**src/hdl/hue_brightness_to_led_pwm_defines.svh**
```systemverilog
// Assertion macros for the hue to LED compare block.
// Each macro samples on the rising edge of clock and is disabled while reset is high.
`ifndef HUE_BRIGHTNESS_TO_LED_PWM_DEFINES_SVH
`define HUE_BRIGHTNESS_TO_LED_PWM_DEFINES_SVH

// The consequent must hold in the cycle after the antecedent.
`define HBL_ASSERT_NEXT(label, ante, cons) \
   label: assert property (@(posedge clock) disable iff (reset) (ante) |=> (cons)) \
      else $error("assertion failed");

// The consequent must hold a fixed number of cycles after the antecedent.
`define HBL_ASSERT_DELAY(label, ante, n, cons) \
   label: assert property (@(posedge clock) disable iff (reset) (ante) |-> ##n (cons)) \
      else $error("assertion failed");

`endif

```
**src/hdl/hbl_pkg.sv**
```systemverilog
package hbl_pkg;

   localparam int HUE_BITS_DEFAULT = 16;
   localparam int LEVEL_BITS       = 8;
   localparam int HUE_IN_BITS      = 16;
   localparam int BRIGHT_BITS      = LEVEL_BITS + 1;

   localparam logic [LEVEL_BITS-1:0]  LEVEL_MAX   = '1;
   localparam logic [BRIGHT_BITS-1:0] BRIGHT_FULL = BRIGHT_BITS'(1 << LEVEL_BITS);

   // Reciprocal constants for the color-correction divides.
   // floor(x/6) == (x*683) >> 12 for x < 2048.
   // floor(x/11) == (x*2979) >> 15 for x < 32768.
   localparam logic [9:0]  RECIP_6      = 10'd683;
   localparam int          RECIP_6_SH   = 12;
   localparam logic [11:0] RECIP_11     = 12'd2979;
   localparam int          RECIP_11_SH  = 15;

   // Hue sectors in order around the color wheel.
   typedef enum logic [2:0] {
      SECTOR_RED_GREEN_UP  = 3'd0,
      SECTOR_RED_DOWN      = 3'd1,
      SECTOR_BLUE_UP       = 3'd2,
      SECTOR_GREEN_DOWN    = 3'd3,
      SECTOR_RED_UP        = 3'd4,
      SECTOR_BLUE_DOWN     = 3'd5
   } sector_type;

   typedef struct packed {
      logic [HUE_IN_BITS-1:0] hue_fraction;
      logic [BRIGHT_BITS-1:0] brightness_level;
   } req_type;

   typedef struct packed {
      logic [LEVEL_BITS-1:0] red_compare;
      logic [LEVEL_BITS-1:0] green_compare;
      logic [LEVEL_BITS-1:0] blue_compare;
   } rsp_type;

endpackage

```
**src/hdl/hue_brightness_to_led_pwm.sv**
```systemverilog
// Channel       Ports                          Direction  Handshake
// request       start, busy, req_data          in         start && !busy
// response      rsp_valid, rsp_data            out        rsp_valid strobe, one cycle
//
// The response strobe rises once the accepted request has passed the five processing
// stages and the output register.
// A new request may be accepted in every cycle while busy is low; the six register
// stages (five processing stages and the output register) set the latency.
// Reset is synchronous and clears the valid bits of all stages; busy is high
// during reset and in the cycle after it, and low at all other times.
// The receiver cannot stall, so the pipeline never holds and busy never rises for load.
`include "hue_brightness_to_led_pwm_defines.svh"

module hue_brightness_to_led_pwm
   import hbl_pkg::*;
#(
   parameter int HUE_BITS = HUE_BITS_DEFAULT
) (
   input  logic    clock,
   input  logic    reset,
   input  logic    start,
   output logic    busy,
   input  req_type req_data,
   output logic    rsp_valid,
   output rsp_type rsp_data
);

   localparam int H6_BITS = HUE_BITS + 3;

   logic accept;

   logic busy_ff;

   // Stage 1: masked hue and saturated brightness.
   logic                    s1_valid_ff;
   logic [HUE_BITS-1:0]     s1_hue_ff,    s1_hue_in;
   logic [BRIGHT_BITS-1:0]  s1_bright_ff, s1_bright_in;
   logic [HUE_BITS+HUE_IN_BITS-1:0] hue_wide;

   // Stage 2: sector and fraction inside the sector.
   logic                    s2_valid_ff;
   logic [2:0]              s2_sector_ff;
   logic [HUE_BITS-1:0]     s2_frac_ff;
   logic [BRIGHT_BITS-1:0]  s2_bright_ff;
   logic [H6_BITS-1:0]      h6_in;

   // Stage 3: unscaled channel levels.
   logic                    s3_valid_ff;
   logic [LEVEL_BITS-1:0]   s3_r_ff, s3_g_ff, s3_b_ff;
   logic [LEVEL_BITS-1:0]   s3_r_in, s3_g_in, s3_b_in;
   logic [BRIGHT_BITS-1:0]  s3_bright_ff;
   logic [HUE_BITS+LEVEL_BITS-1:0] ramp_prod;
   logic [LEVEL_BITS-1:0]   ramp_up, ramp_dn;

   // Stage 4: channels scaled by brightness.
   logic                    s4_valid_ff;
   logic [LEVEL_BITS-1:0]   s4_r_ff, s4_g_ff, s4_b_ff;
   logic [LEVEL_BITS+BRIGHT_BITS-1:0] scale_r, scale_g, scale_b;

   // Stage 5: color-corrected levels, ready for the complement.
   logic                    s5_valid_ff;
   logic [LEVEL_BITS-1:0]   s5_r_ff, s5_g_ff, s5_b_ff;
   logic [10:0]             corr_g_num;
   logic [11:0]             corr_b_num;
   logic [20:0]             corr_g_prod;
   logic [23:0]             corr_b_prod;

   logic                    rsp_valid_ff;
   rsp_type                 rsp_data_ff, rsp_data_in;

   assign busy   = busy_ff;
   assign accept = start && !busy_ff;

   // Only the low HUE_BITS bits of the hue are used; narrower parameter values
   // drop the top bits and wider ones zero-extend the field.
   assign hue_wide     = {HUE_BITS'(0), req_data.hue_fraction};
   assign s1_hue_in    = hue_wide[HUE_BITS-1:0];
   // Brightness above full saturates to full.
   assign s1_bright_in = (req_data.brightness_level > BRIGHT_FULL) ? BRIGHT_FULL
                                                                  : req_data.brightness_level;

   // Hue times six: the top three bits are the sector and the rest the fraction.
   assign h6_in = {1'b0, s1_hue_ff, 2'b00} + {2'b00, s1_hue_ff, 1'b0};

   // The ramp is floor(frac * 255 / 2^HUE_BITS).
   assign ramp_prod = {s2_frac_ff, LEVEL_BITS'(0)} - {LEVEL_BITS'(0), s2_frac_ff};
   assign ramp_up   = ramp_prod[HUE_BITS+LEVEL_BITS-1:HUE_BITS];
   assign ramp_dn   = LEVEL_MAX - ramp_up;

   always_comb begin
      case (sector_type'(s2_sector_ff))
         SECTOR_RED_GREEN_UP: begin
            s3_r_in = LEVEL_MAX; s3_g_in = ramp_up;   s3_b_in = '0;
         end
         SECTOR_RED_DOWN: begin
            s3_r_in = ramp_dn;   s3_g_in = LEVEL_MAX; s3_b_in = '0;
         end
         SECTOR_BLUE_UP: begin
            s3_r_in = '0;        s3_g_in = LEVEL_MAX; s3_b_in = ramp_up;
         end
         SECTOR_GREEN_DOWN: begin
            s3_r_in = '0;        s3_g_in = ramp_dn;   s3_b_in = LEVEL_MAX;
         end
         SECTOR_RED_UP: begin
            s3_r_in = ramp_up;   s3_g_in = '0;        s3_b_in = LEVEL_MAX;
         end
         default: begin
            s3_r_in = LEVEL_MAX; s3_g_in = '0;        s3_b_in = ramp_dn;
         end
      endcase
   end

   // Brightness scaling: floor(c * bright / 256). The result never exceeds 255.
   assign scale_r = {{BRIGHT_BITS{1'b0}}, s3_r_ff} * {{LEVEL_BITS{1'b0}}, s3_bright_ff};
   assign scale_g = {{BRIGHT_BITS{1'b0}}, s3_g_ff} * {{LEVEL_BITS{1'b0}}, s3_bright_ff};
   assign scale_b = {{BRIGHT_BITS{1'b0}}, s3_b_ff} * {{LEVEL_BITS{1'b0}}, s3_bright_ff};

   // Green is ceil(5g/6) and blue ceil(10b/11), each as a biased numerator
   // multiplied by a reciprocal and shifted.
   assign corr_g_num  = ({3'b000, s4_g_ff} << 2) + {3'b000, s4_g_ff} + 11'd5;
   assign corr_b_num  = ({4'b0000, s4_b_ff} << 3) + ({4'b0000, s4_b_ff} << 1) + 12'd10;
   assign corr_g_prod = {10'd0, corr_g_num} * {11'd0, RECIP_6};
   assign corr_b_prod = {12'd0, corr_b_num} * {12'd0, RECIP_11};

   // The drive is active low, so each compare value is the complement of the level.
   always_comb begin
      rsp_data_in.red_compare   = LEVEL_MAX - s5_r_ff;
      rsp_data_in.green_compare = LEVEL_MAX - s5_g_ff;
      rsp_data_in.blue_compare  = LEVEL_MAX - s5_b_ff;
   end

   always_ff @(posedge clock) begin
      if (reset) begin
         busy_ff      <= 1'b1;
         s1_valid_ff  <= 1'b0;
         s2_valid_ff  <= 1'b0;
         s3_valid_ff  <= 1'b0;
         s4_valid_ff  <= 1'b0;
         s5_valid_ff  <= 1'b0;
         rsp_valid_ff <= 1'b0;
      end else begin
         busy_ff      <= 1'b0;
         s1_valid_ff  <= accept;
         s2_valid_ff  <= s1_valid_ff;
         s3_valid_ff  <= s2_valid_ff;
         s4_valid_ff  <= s3_valid_ff;
         s5_valid_ff  <= s4_valid_ff;
         rsp_valid_ff <= s5_valid_ff;
      end
   end

   always_ff @(posedge clock) begin
      s1_hue_ff    <= s1_hue_in;
      s1_bright_ff <= s1_bright_in;

      s2_sector_ff <= h6_in[H6_BITS-1:HUE_BITS];
      s2_frac_ff   <= h6_in[HUE_BITS-1:0];
      s2_bright_ff <= s1_bright_ff;

      s3_r_ff      <= s3_r_in;
      s3_g_ff      <= s3_g_in;
      s3_b_ff      <= s3_b_in;
      s3_bright_ff <= s2_bright_ff;

      s4_r_ff      <= scale_r[2*LEVEL_BITS-1:LEVEL_BITS];
      s4_g_ff      <= scale_g[2*LEVEL_BITS-1:LEVEL_BITS];
      s4_b_ff      <= scale_b[2*LEVEL_BITS-1:LEVEL_BITS];

      s5_r_ff      <= s4_r_ff;
      s5_g_ff      <= corr_g_prod[RECIP_6_SH+LEVEL_BITS-1:RECIP_6_SH];
      s5_b_ff      <= corr_b_prod[RECIP_11_SH+LEVEL_BITS-1:RECIP_11_SH];

      rsp_data_ff  <= rsp_data_in;
   end

   assign rsp_valid = rsp_valid_ff;
   assign rsp_data  = rsp_data_ff;

   // Brightness is saturated as it enters the pipeline.
   `HBL_ASSERT_NEXT(a_bright_saturated, accept, s1_bright_ff <= BRIGHT_FULL)

   // Every sector leaves at least one channel off.
   `HBL_ASSERT_NEXT(a_one_channel_off, s2_valid_ff,
      s3_r_ff == '0 || s3_g_ff == '0 || s3_b_ff == '0)

   // Every accepted request gives a response strobe.
   `HBL_ASSERT_DELAY(a_latency, accept, 6, rsp_valid)

   // Zero brightness turns the LED fully off on every channel.
   `HBL_ASSERT_DELAY(a_dark_is_off, accept && req_data.brightness_level == '0, 6,
      rsp_data.red_compare == LEVEL_MAX && rsp_data.green_compare == LEVEL_MAX &&
      rsp_data.blue_compare == LEVEL_MAX)

endmodule
```
**config.mk**
```make
export PLATFORM = sky130hd
export DESIGN_NAME = hue_brightness_to_led_pwm
export DESIGN_NICKNAME = d
export VERILOG_FILES = /design/src/hdl/hbl_pkg.sv /design/src/hdl/hue_brightness_to_led_pwm.sv
export VERILOG_INCLUDE_DIRS = /design/src /design/src/hdl
export SDC_FILE = /design/constraint.sdc
export NUM_CORES = 1
export LEC_CHECK = 0
export ABC_AREA = 1
export ABC_CLOCK_PERIOD_IN_PS = 11400
export BUFFER_PORTS_ARGS = -buffer_cell sky130_fd_sc_hd__buf_2
export CAP_MARGIN = 20
export CELL_PAD_IN_SITES_DETAIL_PLACEMENT = 0
export CELL_PAD_IN_SITES_GLOBAL_PLACEMENT = 1
export CORE_MARGIN = 3
export CORE_UTILIZATION = 25
export CTS_CLUSTER_SIZE = 25
export DETAILED_ROUTE_END_ITERATION = 16
export GPL_TIMING_DRIVEN = 0
export PLACE_DENSITY_LB_ADDON = 0.1
export RECOVER_POWER = 25
export SYNTH_ARGS = -nofsm -noshare
export SYNTH_HDL_FRONTEND = slang
export SYNTH_SLANG_ARGS = --single-unit
export TNS_END_PERCENT = 30
```
**constraint.sdc**
```tcl
create_clock -name clock -period 11.4 [get_ports clock]
set_clock_uncertainty 0.05 [all_clocks]
set_input_delay 1.71 -clock clock [delete_from_list [all_inputs] [get_ports clock]]
set_output_delay 1.71 -clock clock [all_outputs]
set_load 0.01 [all_outputs]
```
### Word-level counts from Yosys, hierarchy flattened

Cells that the tools add are included.

| storage, ports and cells | value |
|---|---|
| register bits after elaboration | 165 |
| input bits | 28 |
| output and inout bits | 26 |
| word-level logic and storage cells | 56 |

| operators by class | value |
|---|---|
| $add $sub $neg | 10 |
| multipliers | 5 |
| $lt $le $gt $ge | 1 |
| equality and inequality tests | 4 |
| muxes and demuxes | 4 |
| reductions and logical operators | 7 |

Operator list:

| kind | number |
|---|---|
| one-hot mux 8 bit (3 select lines) | 3 |
| multiplier 8 x 9 -> 16 bit | 3 |
| subtractor 8 bit (first input constant) | 4 |
| subtractor 24 x 16 -> 24 bit | 1 |
| multiplier 12 x 12 -> 23 bit (second input constant) | 1 |
| multiplier 11 x 10 -> 20 bit (second input constant) | 1 |
| adder 18 x 17 -> 19 bit | 1 |
| adder 11 x 9 -> 12 bit | 1 |
| adder 12 x 4 -> 12 bit (second input constant) | 1 |
| adder 10 x 8 -> 11 bit | 1 |
| adder 11 x 3 -> 11 bit (second input constant) | 1 |
| > comparator 9 bit (second input constant) | 1 |
| OR reduction 2 bit | 4 |
| == test 3 x 2 -> 1 bit (second input constant) | 2 |
| == test 3 x 1 -> 1 bit (second input constant) | 1 |
| == test 3 bit (second input constant) | 1 |
| zero test 3 bit | 1 |
| logical AND 1 bit | 1 |
| zero test 1 bit | 1 |
| 2-to-1 mux 1 bit | 1 |

### Depth between registers and ports, before layout

| logic depth | value |
|---|---|
| depth in word-level cells | 3 |
| depth in mapped cells | 30 |

### Worst setup path after synthesis

Ideal clock, no wire load.

| timing | value |
|---|---|
| kind | reg2reg |
| from | register s4_g_ff[1] |
| to | register s5_g_ff[7] |
| arrival time | 4914 ps |
| data required time | 11234 ps |
| slack | 6319 ps |
| stages on the path, launching flop included | 27 |
| buffers on the path | 0 |
| period minus slack after synthesis | 5081 ps |
| cells stage by stage | dfxtp_1 ha_1 ha_1 nand3_1 nand2_1 a21oi_1 o21ai_0 xor2_1 inv_1 ha_1 ha_1 inv_1 fa_1 inv_1 fa_1 inv_1 fa_1 inv_1 ha_1 nand2_1 nand2_1 a31oi_1 nand2_1 nand2_1 nand2_1 o21ai_0 nand2_1 |

| between the ends | value |
|---|---|
| word-level cells in the longest chain between the ends | 3 |

Ends and longest elaborated chain:

| what | line | text |
|---|---|---|
| start: declaration | hue_brightness_to_led_pwm.sv:57 | `logic [LEVEL_BITS-1:0] s4_r_ff, s4_g_ff, s4_b_ff;` |
| start signal: assignment | hue_brightness_to_led_pwm.sv:166 | `s4_g_ff <= scale_g[2*LEVEL_BITS-1:LEVEL_BITS];` |
| adder 10 x 8 -> 11 bit | hue_brightness_to_led_pwm.sv:120 | `assign corr_g_num = ({3'b000, s4_g_ff} << 2) + {3'b000, s4_g_ff} + 11'd5;` |
| adder 11 x 3 -> 11 bit | hue_brightness_to_led_pwm.sv:120 |  |
| multiplier 11 x 10 -> 20 bit | hue_brightness_to_led_pwm.sv:122 | `assign corr_g_prod = {10'd0, corr_g_num} * {11'd0, RECIP_6};` |
| net corr_g_prod[19] | hue_brightness_to_led_pwm.sv:65 | `logic [20:0] corr_g_prod;` |
| end signal: assignment | hue_brightness_to_led_pwm.sv:170 | `s5_g_ff <= corr_g_prod[RECIP_6_SH+LEVEL_BITS-1:RECIP_6_SH];` |
| end: declaration | hue_brightness_to_led_pwm.sv:62 | `logic [LEVEL_BITS-1:0] s5_r_ff, s5_g_ff, s5_b_ff;` |

The timed path passes the listed nets, and every way through them passes these cells.
A chain may end at the register's enable or synchronous reset.

### Worst setup path in the final report

| timing | value |
|---|---|
| from | register s4_g_ff[0] |
| to | register s5_g_ff[0] |

The elaborated chain is that of the path after synthesis.

==> results.py <==
metrics = {
    "die": {
        "die_y_um": 274.4,
        "core_area_mm2": 0.07076,
        "fp.dieW_um": 274.4,
        "ios": 54,
        "row_count": 97,
        "dieArea_mm2": 0.07530,
        "start_util": 0.2545,
    },
    "routing": {
        "viasPerCell": 4.154,
        "routed_wl_um": 46060,
        "drc": 0,
        "wire_per_inst_um": 13.60,
        "num_vias": 14070,
        "drtIter0Drc": 603,
        "antenna_left": 0,
        "drt_pass1_iterations": 5,
    },
    "critical_path": {
        "cp-end-kind": "flip-flop",
        "startpoint_type": "flip-flop",
        "r2r_start": "s4_g_ff[0]",
        "crit_top_cell": "inv_1",
        "rr_endpoint": "s5_g_ff[0]",
        "crit_type": "flip-flop to flip-flop",
        "cp_slowest_cell": "fa_1",
        "r2r_slack_ns": 5.63,
        "path_max_fanout": 5,
        "cp.arrival_ns": 6.06,
        "cp_data_required_time_ns": 11.69,
        "reg2regPathDepth": 28,
        "max_stage_delay_ns": 0.55,
    },
    "sta": {
        "finalCritPeriodShare": 0.5065,
        "timing.final.max_slew_violations": 0,
        "hold_viol_final": 0,
        "fmax_mhz": 173.2,
        "slew_headroom": 0.4316,
        "min_period_ns": 5.774,
        "rsz0062_at_grt": "no",
        "setup_tns_ns": 0,
        "setup_viol": 0,
        "max_slew.worst_pin.slew_ns": 0.8527,
    },
    "min_path": {
        "hp-start": "s2_bright_ff[4]",
        "hold_class": "flip-flop to flip-flop",
        "hold_end": "s3_bright_ff[4]",
        "whs_path_depth": 0,
    },
    "cells_and_area": {
        "antenna_cells": 0,
        "drive_above_1_share": 0.05029,
        "nets": 2926,
        "final_cell_mix": "inv_1, nand2_1, ha_1",
        "area_growth_pct": 11.39,
        "final_common_cell": "inv_1",
    },
    "outcome": {
        "outcome": "completed",
    },
    "placed_design": {
        "io_buffer_count": 53,
        "dp_hpwl_um": 38800,
        "gp_congestion": 0.7962,
    },
    "clocking": {
        "cts_buffer_depth": 2,
        "cts_tree": "done",
        "root_buffer": "clkbuf_16",
        "hold_buffers": 0,
        "ctsResizeCount": 0,
        "cts_sinks": 164,
        "cts.htree.levels": 4,
        "clock_latency_ns": 0.48,
        "cts_setup_buffers": 0,
        "cts.clk_slew.worst_paths_ns": 0.07,
        "cts_buffers": 17,
    },
    "synthesis": {
        "syn_inst": 2361,
        "synth.avg_cell_area_um2": 7.628,
        "ys.warnings.count": 0,
        "yosysSeqAreaShare": 0.1823,
        "ys_ff_latch": 164,
        "synth_edf_count": 0,
        "synthArstFlopShare": 0,
        "syn-cell-area_mm2": 0.01801,
        "ys_dominant_reg_cell": "dfxtp_1",
        "synthDistinctLibCells": 44,
        "syn_nets": 2854,
    },
    "grt": {
        "grt_pass1_vias": 14990,
        "grt_pass1_wl_um": 77860,
        "overflow": 0,
        "antenna_found_initial": 0,
        "grt_max_degree": 19,
        "grt_use_total": 0.1311,
    },
    "run": {
        "maxCapViolCount": 0,
    },
}
## cells in the mapped netlist, types with 7 or more instances
cell type,n,area (µm²)
inv_1,587,2203
o21ai_0,36,180.2
nor2_1,115,431.7
xor2_1,39,341.6
nor3_1,18,90.09
clkbuf_1,30,112.6
nand3_1,144,720.7
nor2_2,7,43.79
a21oi_1,79,395.4
dfxtp_1,164,3283
buf_2,8,40.04
o21bai_1,12,90.09
fa_1,180,3603
nand4_1,21,131.4
nand2_1,547,2053
xnor2_1,22,192.7
a21o_1,8,60.06
ha_1,285,3566
## critical path: cells and delay by family (launching register included)
kind                     cells  cell delay, ns
adder cells (fa/ha/maj)      8            2.99
AO/OA/AOI/OAI                4            0.64
flip-flops                   1            0.34
buffers and inverters        8            0.65
AND/OR/NAND/NOR              7            0.64
XOR/XNOR                     1            0.33
## final cells by class
cell class              instances  area (µm²)
clock inverters                14       181.4
well taps                     940        1176
inverters                     587        2203
fillers                      7796       50690
flip-flops and latches        164        3283
plain buffers                  44       190.2
clock buffers                  18       429.2
multi-input cells            1566       12330
repair buffers                 53       265.3
## through the flow
stage                     setup slack, ns  std cells  hold slack [ns]  utilization  instance area, µm²
after floorplan                     6.319       2361           0.2596            -               18010
after global placement              5.572       3354           0.2607       0.2749               19450
after detailed placement            5.555       3354           0.2621       0.2749               19450
after CTS                           5.529       3386           0.2807       0.2835               20060
after global routing                5.113       3386           0.2835       0.2835               20060
final                               5.626       3386           0.2792       0.2835               20060
## routing by layer
metal | GRT usage | share of wire
met1 | 0.1770 | 0.50
met2 | 0.2216 | 0.47
met3 | 0.01741 | 0.020
met4 | 0.03032 | 0.011
met5 | 0 | 0
## worst max-delay path by stage
stage,depth (start not counted),to,from,slack (ns)
2_1_floorplan,26,s5_g_ff[7],s4_g_ff[1],6.32
3_3_place_gp,28,s5_g_ff[7],s4_g_ff[0],5.57
3_5_place_dp,25,s5_b_ff[6],s4_b_ff[0],5.55
4_1_cts,28,s5_g_ff[7],s4_g_ff[0],5.53
5_1_grt,28,s5_g_ff[7],s4_g_ff[0],5.11
6_report,28,s5_g_ff[0],s4_g_ff[0],5.63
## sequential cells by signal, summed over array words and instances, names as in the netlist, 9 cells and up
signal and flops:
s1_bright_ff 9, s3_bright_ff 9, rsp_data 24, s1_hue_ff 16
s2_frac_ff 15, s2_bright_ff 9
## cells by family (layout without fill, tap and decap cells)
logic type / count (synthesis) / count (layout) / share of synthesized area
and+or+nand+nor: 881 / 881 / 0.2068
AOI/OAI and AO/OA: 159 / 159 / 0.05023
buffers and inverters: 631 / 716 / 0.1329
xor gates and xnor gates: 61 / 61 / 0.02967
adders and majority gates: 465 / 465 / 0.3981
DFF: 164 / 164 / 0.1823
Power is left out: the tool's default activity adds up to more than one toggle a clock period on the data nets, which glitch-free logic cannot reach.
